File: config.mk
export PLATFORM = sky130hd
export DESIGN_NAME = pas_arith
export DESIGN_NICKNAME = d
export VERILOG_FILES = /design/src/sv/pas_pkg.sv /design/src/sv/pas_arith.sv
export SDC_FILE = /design/constraint.sdc
export NUM_CORES = 2
export LEC_CHECK = 0
export BUFFER_PORTS_ARGS = -buffer_cell sky130_fd_sc_hd__buf_2
export CAP_MARGIN = 20
export CORE_ASPECT_RATIO = 0.75
export CORE_UTILIZATION = 47
export DETAILED_ROUTE_END_ITERATION = 8
export RECOVER_POWER = 100
export SYNTH_ARGS = -nofsm -noshare
export SYNTH_HDL_FRONTEND = slang
export SYNTH_SLANG_ARGS = --single-unit
File: constraint.sdc
create_clock -name clk -period 10.28 [get_ports clk]
set_input_delay 0.514 -clock clk [delete_from_list [all_inputs] [get_ports clk]]
set_output_delay 0.514 -clock clk [all_outputs]
set_load 0.02 [all_outputs]
File: src/sv/pas_pkg.sv
// Shared types, codes and constants of the polled ADC averaging sequencer.
`default_nettype none
package pas_pkg;

  localparam int TIMER_BITS  = 20;
  localparam int MAX_SAMPLES = 256;
  localparam int CNT_W       = 9;
  localparam int SUM_W       = 25;
  localparam int DEN_W       = 24;
  localparam int DVD_W       = 41;
  localparam int STEP_W      = 6;

  localparam logic [TIMER_BITS-1:0] TMAX = '1;

  // Command codes of the input channel.
  localparam logic [1:0] CMD_START = 2'd0;
  localparam logic [1:0] CMD_TICK  = 2'd1;
  localparam logic [1:0] CMD_RESP  = 2'd2;

  // Bus status codes.
  localparam logic [1:0] BUS_OK    = 2'd0;
  localparam logic [1:0] BUS_INTR  = 2'd1;
  localparam logic [1:0] BUS_FAIL  = 2'd2;
  localparam logic [1:0] BUS_SHORT = 2'd3;

  // Result kinds and error codes.
  localparam logic [1:0] KIND_WRITE = 2'd0;
  localparam logic [1:0] KIND_READ  = 2'd1;
  localparam logic [1:0] KIND_MEAS  = 2'd2;
  localparam logic [1:0] KIND_ERR   = 2'd3;

  localparam logic [1:0] ERR_TIMEOUT = 2'd0;
  localparam logic [1:0] ERR_BUS     = 2'd1;
  localparam logic [1:0] ERR_SHORT   = 2'd2;

  // Register indexes of the configuration port.
  localparam logic [3:0] REG_SETUP   = 4'd0;
  localparam logic [3:0] REG_POINTER = 4'd1;
  localparam logic [3:0] REG_COUNT   = 4'd2;
  localparam logic [3:0] REG_SCALE   = 4'd3;
  localparam logic [3:0] REG_OFFSET  = 4'd4;
  localparam logic [3:0] REG_WAIT    = 4'd5;
  localparam logic [3:0] REG_RETRY   = 4'd6;
  localparam logic [3:0] REG_TIMEOUT = 4'd7;

  localparam logic [CNT_W-1:0]      COUNT_RST = 9'd1;
  localparam logic signed [31:0]    SCALE_RST = 32'sd65536;
  localparam logic [TIMER_BITS-1:0] WAIT_RST  = 20'd1000;
  localparam logic [TIMER_BITS-1:0] POLL_RST  = 20'd200;

  // Reciprocal of five, scaled by 2^22; exact floor for 20-bit operands.
  localparam logic [19:0] RECIP5    = 20'd838861;
  localparam logic [19:0] POLL_MIN  = 20'd10;

  typedef enum logic [2:0] {
    PH_IDLE, PH_SETUP, PH_WAIT, PH_POLL, PH_PTR, PH_DATA
  } phase_t;

  typedef enum logic [0:0] {
    S_RUN, S_CALC
  } ctl_st_t;

  typedef enum logic [2:0] {
    A_IDLE, A_DIV, A_CLAMP, A_MUL, A_ABS, A_RND, A_ADD, A_SAT
  } arith_st_t;

  typedef struct packed {
    logic                    start;
    logic signed [SUM_W-1:0] sum;
    logic [CNT_W-1:0]        cnt;
    logic signed [31:0]      scale;
    logic signed [31:0]      offset;
  } arith_req_t;

  typedef struct packed {
    logic               done;
    logic signed [31:0] result;
  } arith_rsp_t;

  // Re-poll interval: max(wait / 5, 10).
  function automatic logic [TIMER_BITS-1:0] poll_wait(input logic [TIMER_BITS-1:0] w);
    logic [39:0] prod;
    logic [19:0] q;
    prod = w * RECIP5;
    q    = {2'b00, prod[39:22]};
    return (q > POLL_MIN) ? q : POLL_MIN;
  endfunction

endpackage
`default_nettype wire

File: src/sv/pas_arith.sv
// Iterative unit: rounding divide, clamp, Q16.16 scale and saturating offset.
`default_nettype none
module pas_arith import pas_pkg::*; (
  input  wire         clk,
  input  wire         rst_n,
  input  arith_req_t  req,
  output arith_rsp_t  rsp
);

  arith_st_t st_r, st_nxt;

  logic                    neg_r;
  logic [DVD_W-1:0]        dvd_r;
  logic [DEN_W-1:0]        den_r;
  logic [DEN_W-1:0]        rem_r;
  logic [DVD_W-1:0]        quo_r;
  logic [STEP_W-1:0]       step_r;
  logic signed [31:0]      scale_r;
  logic signed [31:0]      off_r;
  logic signed [31:0]      avg_r;
  logic signed [63:0]      prod_r;
  logic                    pneg_r;
  logic [63:0]             pmag_r;
  logic [47:0]             qr_r;
  logic signed [49:0]      acc_r;
  logic signed [31:0]      res_r;
  logic                    done_r;

  logic [SUM_W-1:0]  mag;
  logic [DEN_W-1:0]  den;
  logic [DEN_W-1:0]  rem_sh;
  logic              ge;
  logic signed [31:0] q_s;
  logic signed [49:0] qr_s;

  always_comb begin
    mag    = req.sum[SUM_W-1] ? SUM_W'(-req.sum) : SUM_W'(req.sum);
    den    = {req.cnt, 15'd0} - {15'd0, req.cnt};
    rem_sh = {rem_r[DEN_W-2:0], dvd_r[DVD_W-1]};
    ge     = rem_sh >= den_r;
    q_s    = neg_r ? -$signed({13'd0, quo_r[18:0]}) : $signed({13'd0, quo_r[18:0]});
    qr_s   = pneg_r ? -$signed({2'b00, qr_r}) : $signed({2'b00, qr_r});
  end

  always_ff @(posedge clk) begin
    if (!rst_n) begin
      st_r <= A_IDLE;
    end else begin
      st_r <= st_nxt;
    end
  end

  always_comb begin
    st_nxt = st_r;
    unique case (st_r)
      A_IDLE:  if (req.start) st_nxt = A_DIV;
      A_DIV:   if (step_r == STEP_W'(DVD_W - 1)) st_nxt = A_CLAMP;
      A_CLAMP: st_nxt = A_MUL;
      A_MUL:   st_nxt = A_ABS;
      A_ABS:   st_nxt = A_RND;
      A_RND:   st_nxt = A_ADD;
      A_ADD:   st_nxt = A_SAT;
      A_SAT:   st_nxt = A_IDLE;
      default: st_nxt = A_IDLE;
    endcase
  end

  always_ff @(posedge clk) begin
    if (!rst_n) begin
      done_r <= 1'b0;
    end else begin
      done_r <= (st_r == A_SAT);
    end
  end

  // One quotient bit per cycle; the divisor is n * 32767 and half of it
  // is pre-added so the quotient comes out rounded to nearest.
  always_ff @(posedge clk) begin
    unique case (st_r)
      A_IDLE: begin
        neg_r   <= req.sum[SUM_W-1];
        den_r   <= den;
        dvd_r   <= {mag, 16'd0} + {17'd0, den[DEN_W-1:1]};
        rem_r   <= '0;
        quo_r   <= '0;
        step_r  <= '0;
        scale_r <= req.scale;
        off_r   <= req.offset;
      end
      A_DIV: begin
        rem_r  <= ge ? rem_sh - den_r : rem_sh;
        quo_r  <= {quo_r[DVD_W-2:0], ge};
        dvd_r  <= {dvd_r[DVD_W-2:0], 1'b0};
        step_r <= step_r + STEP_W'(1);
      end
      A_CLAMP: avg_r <= (q_s < off_r) ? off_r : q_s;
      A_MUL:   prod_r <= scale_r * avg_r;
      A_ABS: begin
        pneg_r <= prod_r[63];
        pmag_r <= prod_r[63] ? 64'(-prod_r) : 64'(prod_r);
      end
      A_RND:   qr_r <= 48'((pmag_r + 64'd32768) >> 16);
      A_ADD:   acc_r <= qr_s + 50'(off_r);
      A_SAT: begin
        if (acc_r > 50'sd2147483647) begin
          res_r <= 32'sh7FFFFFFF;
        end else if (acc_r < -50'sd2147483648) begin
          res_r <= 32'sh80000000;
        end else begin
          res_r <= acc_r[31:0];
        end
      end
      default: ;
    endcase
  end

  assign rsp.done   = done_r;
  assign rsp.result = res_r;

  a_rem_below_den: assert property (@(posedge clk) disable iff (!rst_n)
    st_r == A_DIV |-> rem_r < den_r) else $error("partial remainder not below divisor");
  a_quo_range: assert property (@(posedge clk) disable iff (!rst_n)
    st_r == A_CLAMP |-> quo_r[DVD_W-1:19] == '0) else $error("average out of range");
  a_start_idle: assert property (@(posedge clk) disable iff (!rst_n)
    req.start |-> st_r == A_IDLE) else $error("start while unit busy");

endmodule
`default_nettype wire

* Yosys cells after proc, flatten, opt, wreduce, memory -nomap -nowiden
Cells that the tools add are included.
** Word-level totals
- Input bits :: 101
- Register bits :: 473
- Word-level logic and storage cells :: 60
- Output and inout bits :: 33
** Operators by class
- $lt $le $gt $ge :: 4
- Reductions and logical operators :: 3
- Eq/ne operators :: 10
- $add $sub $neg :: 10
- $mul :: 1
- Muxes and demuxes :: 14
** Operator list (count)
- $mux 32 :: 3
- $pmux 41 s2 :: 1
- $add 64x16->64 const B :: 1
- $mul 32x32->64 :: 1
- $neg 64->64 :: 1
- $mux 63 :: 1
- $add 50x32->50 :: 1
- $gt 50x32->1 const B :: 1
- $lt 50x32->1 const B :: 1
- $mux 50 :: 1
- $neg 48->50 :: 1
- $pmux 23 s2 :: 1
- $add 41x23->41 :: 1
- $pmux 19 s2 :: 1
- $lt 32x32->1 :: 1
- $neg 19->32 :: 1
- $mux 25 :: 1
- $neg 25->25 :: 1
- $ge 24x24->1 :: 1
- $pmux 3 s8 :: 1
- $sub 24x9->24 :: 1
- $mux 23 :: 1
- $sub 23x23->23 :: 1
- $eq 3x3->1 const B :: 4
- other kinds (10) :: 13

* Logic depth before layout (Yosys ltp)
- Word-level depth :: 4
- Gate-level depth with buffers :: 31
- Gate-level depth less buffers :: 29

* Worst setup path after synthesis
OpenSTA, ideal clock, no wires.
- Path kind :: reg-to-reg
- Start point :: register scale_r[31]
- End point :: register prod_r[59], data pin
- Slack :: 2.221 ns
- Library setup time :: 0.259 ns
- Stages on the path, launching flop included :: 25
- Data arrival time :: 7.799 ns
- Required time :: 10.021 ns
- Clock period less this slack :: 8.059 ns
- Path buffers :: 1
- Path through :: edfxtp_1 -> clkbuf_1 -> nand2_1 -> inv_1 -> fa_1 -> fa_1 -> fa_1 -> fa_1 -> inv_1 -> fa_1 -> inv_1 -> fa_1 -> fa_1 -> fa_1 -> ha_1 -> a21o_1 -> a21o_1 -> a21oi_1 -> a21boi_0 -> a211o_1 -> a31oi_1 -> nor2b_1 -> o21a_1 -> o41a_1 -> xor2_1
** Between the ends
- Word-level cells in the longest chain between the ends :: 1
** Ends and longest elaborated chain
- start, declared :: RTL line pas_arith.sv:18 : logic signed [31:0] scale_r;
- start signal, assigned :: RTL line pas_arith.sv:87 : scale_r <= req.scale;
- $mul 32x32->64 :: RTL line pas_arith.sv:97 : A_MUL: prod_r <= scale_r * avg_r;
- end signal, assigned :: RTL line pas_arith.sv:97
- end, declared :: RTL line pas_arith.sv:21 : logic signed [63:0] prod_r;
No other way between the ends.
A chain may end at the register's enable or synchronous reset.

* Final worst setup path
- Start point :: register scale_r[3]
- End point :: register prod_r[59], data pin
Same word-level chain as after synthesis.

==> impl_metrics.py <==
metrics = {
    "critical_path": {
        "cp_common_cell": "fa_1",
        "worstSetupPathType": "flop to flop",
        "cp_top_family": "adder cells",
        "crit_path_max_incr_delay_ps": 940,
        "worstRegToRegCells": 27,
        "critical_path_buf_inv_count": 5,
        "endpoint_kind": "flop",
        "cp-start-kind": "flop",
        "r2r_setup_slack_ps": 790,
        "cp.required_ps": 10640,
        "r2r_end": "prod_r[59]$_DFFE_PN_",
        "cp_max_fo": 21,
        "cp_slowest_cell": "edfxtp_1",
        "r2r_start": "scale_r[3]$_DFFE_PN_",
        "crit_path_start": "scale_r[3]$_DFFE_PN_",
        "crit_arrival_ps": 9850,
    },
    "synthesis": {
        "synth-edff-count": 454,
        "synth_cell_types": 72,
        "synth_seq_cells": 458,
        "ys.flop_type": "edfxtp_1",
        "synthArstFlopShare": 0,
        "syn-cell-area_mm2": 0.0609,
        "yosysWarningCount": 0,
        "syn_inst": 6055,
        "synth.net_count": 7543,
        "synth_seq_area_share": 0.225,
        "synth_area_per_cell_um2": 10.1,
    },
    "drt": {
        "viasPerCell": 5.21,
        "drcViolationCount": 0,
        "wirelength_um": 149000,
        "wl_per_cell_um": 18.9,
        "vias": 41159,
        "dr.first_iter.drc_count": 2589,
        "dr.pass1.iters": 6,
        "ant_nets": 0,
    },
    "cts": {
        "cts_hold_buf": 35,
        "clk_latency_ps": 670,
        "ctsResizeCount": 0,
        "cts-htree-levels": 2,
        "cts_buffers": 52,
        "cts_tree": "yes",
        "clk_pin_slew_ps": 70,
        "clockRootBuffer": "clkbuf_16",
        "post_cts_buffers": 0,
        "cts_max_path_buffers": 3,
        "clkSinkCount": 458,
    },
    "sta": {
        "period_needed_ps": 9490,
        "relSlewSlack": -1.88,
        "clock.fmax_mhz": 105,
        "finalSetupTns_ps": 0,
        "worst_pin_slew_ps": 4320,
        "rsz0062_at_grt": "false",
        "finClkSkew_ps": 68.5,
        "setup_viol": 0,
        "min_period_over_period": 0.923,
        "finalWorstSetupSlack_ps": 791,
        "hold_violations": 0,
        "slew_violations": 689,
    },
    "job": {
        "cap_violations": 14,
    },
    "die": {
        "io_pins": 134,
        "core_area_mm2": 0.128,
        "fp.dieH_um": 314,
        "die_x_um": 418,
        "dieArea_mm2": 0.131,
        "row_count": 113,
        "initial_core_util": 0.477,
    },
    "global_routing": {
        "grt_start_max_net_pins": 86,
        "grt_overflow_total": 0,
        "antenna_found_initial": 10,
        "grt_pass1_vias": 43017,
        "grt_use_total": 0.236,
        "grt_pass1_wl_um": 243000,
    },
    "placed_design": {
        "place_area_mm2": 0.0636,
        "portBuffers": 133,
        "pre_cts_slack_ps": 999,
        "globalplace.congestion": 0.895,
        "hpwl_um": 123000,
    },
    "hold_path": {
        "hp-start": "req[30]",
        "holdPathStages": 1,
        "hold_path_end": "off_r[30]$_DFFE_PN_",
        "hold_path_class": "input pin to flop",
    },
    "cells_and_area": {
        "num-fill-cells": 11705,
        "final_area_mm2": 0.0659,
        "fin_util": 0.516,
        "syn_to_final_growth_pct": 8.16,
        "fin_nets": 7615,
        "layout-drive-gt1-share": 0.0527,
    },
    "outcome": {
        "status": "complete, but fails checks",
        "violations": "max-capacitance violations, max-slew violations",
    },
}
per-stage QoR:
step / instances / hold WS, ps
floorplan: 6055 / 484
global placement: 7754 / 486
detailed placement: 7757 / 493
CTS: 7889 / 0.651
global route: 7895 / 13.9
finish: 7898 / 39.3
synth_stat cells (all sizes together) (5+ instances only):
master	count	area, µm²
o211ai	12	90.1
a21o	72	541
mux2i	21	210
buf	9	52.6
nand2	651	2440
ha	302	3780
or3	25	163
a21boi	5	37.5
xor2	81	709
and2	527	3300
o21a	24	180
a21oi	154	771
or2	17	106
nand2b	47	294
and4	8	70.1
o31ai	41	313
clkbuf	252	946
mux2	39	439
xnor2	260	2280
nor3	34	170
edfxtp	454	13600
nand3	54	270
or4	27	219
nor2b	54	338
a211oi	12	90.1
nor2	234	878
o21ai	130	651
o22ai	5	31.3
a31oi	17	106
o21bai	31	233
o41ai	21	203
fa	1085	21700
and3	39	244
nor4	26	163
inv	1199	4500
a2111oi	6	52.6
nand4	34	213
routing by layer:
layer  GRT usage  part of all wire  wire [µm]
met1       0.347              0.47      69600
met2       0.375              0.46      69100
met3      0.0315             0.052       7760
met4      0.0511             0.020       3010
met5           0          0.000087         13
layout make-up:
class,instances,area (µm²),share of cell area
Clock buffer,54,1310,0.0199
Multi-Input combinational cell,4137,41700,0.633
Sequential cell,458,13700,0.208
Inverter,1199,4500,0.0683
Timing Repair Buffer,279,1830,0.0278
Antenna cell,3,7.51,0.000114
Clock inverter,43,631,0.00958
Tap cell,1725,2160,0.0328
how the worst max path moves through the flow:
stage	end	slack (ps)	depth (start not counted)
after floorplan	prod_r[59]$_DFFE_PN_	2220	24
after global placement	prod_r[63]$_DFFE_PN_	1120	27
after detailed placement	prod_r[63]$_DFFE_PN_	1000	27
after CTS	prod_r[63]$_DFFE_PN_	920	27
after global routing	prod_r[56]$_DFFE_PN_	280	28
final	prod_r[59]$_DFFE_PN_	790	27
state kept, by name (all words and copies together) (netlist names), 6 cells and up:
name / flops
acc_r: 50
avg_r: 32
den_r: 24
dvd_r: 41
off_r: 32
pmag_r: 49
prod_r: 64
qr_r: 48
quo_r: 19
rem_r: 23
res_r: 32
scale_r: 32
step_r: 6
cells by family (layout without fill, tap and decap cells):
logic type               Yosys count  count (layout)  share of synthesized area
flip-flops                       458             458                      0.225
multiplexers                      60              60                     0.0107
buffers and inverters           1460            1575                     0.0903
adder cells (fa/ha/maj)         1387            1387                      0.419
XOR/XNOR                         341             341                     0.0491
AO/OA/AOI/OAI                    555             555                     0.0579
other                              0               3                          0
AND/OR/NAND/NOR                 1794            1794                      0.148
layout by cell type, fill, tap and decap left out, types with 66 or more instances in the layout:
master,Yosys,final
inv_1,1199,1199
fa_1,1085,1085
nand2_1,651,650
and2_1,527,516
edfxtp_1,454,454
ha_1,302,302
xnor2_1,260,260
nor2_1,234,232
a21oi_1,154,154
o21ai_0,128,129
buf_2,0,89
buf_4,1,84
xor2_1,81,81
a21o_1,72,72
clkbuf_1,252,66
Power is left out: the tool's default activity adds up to more than one toggle a clock period on the data nets, which glitch-free logic cannot reach.
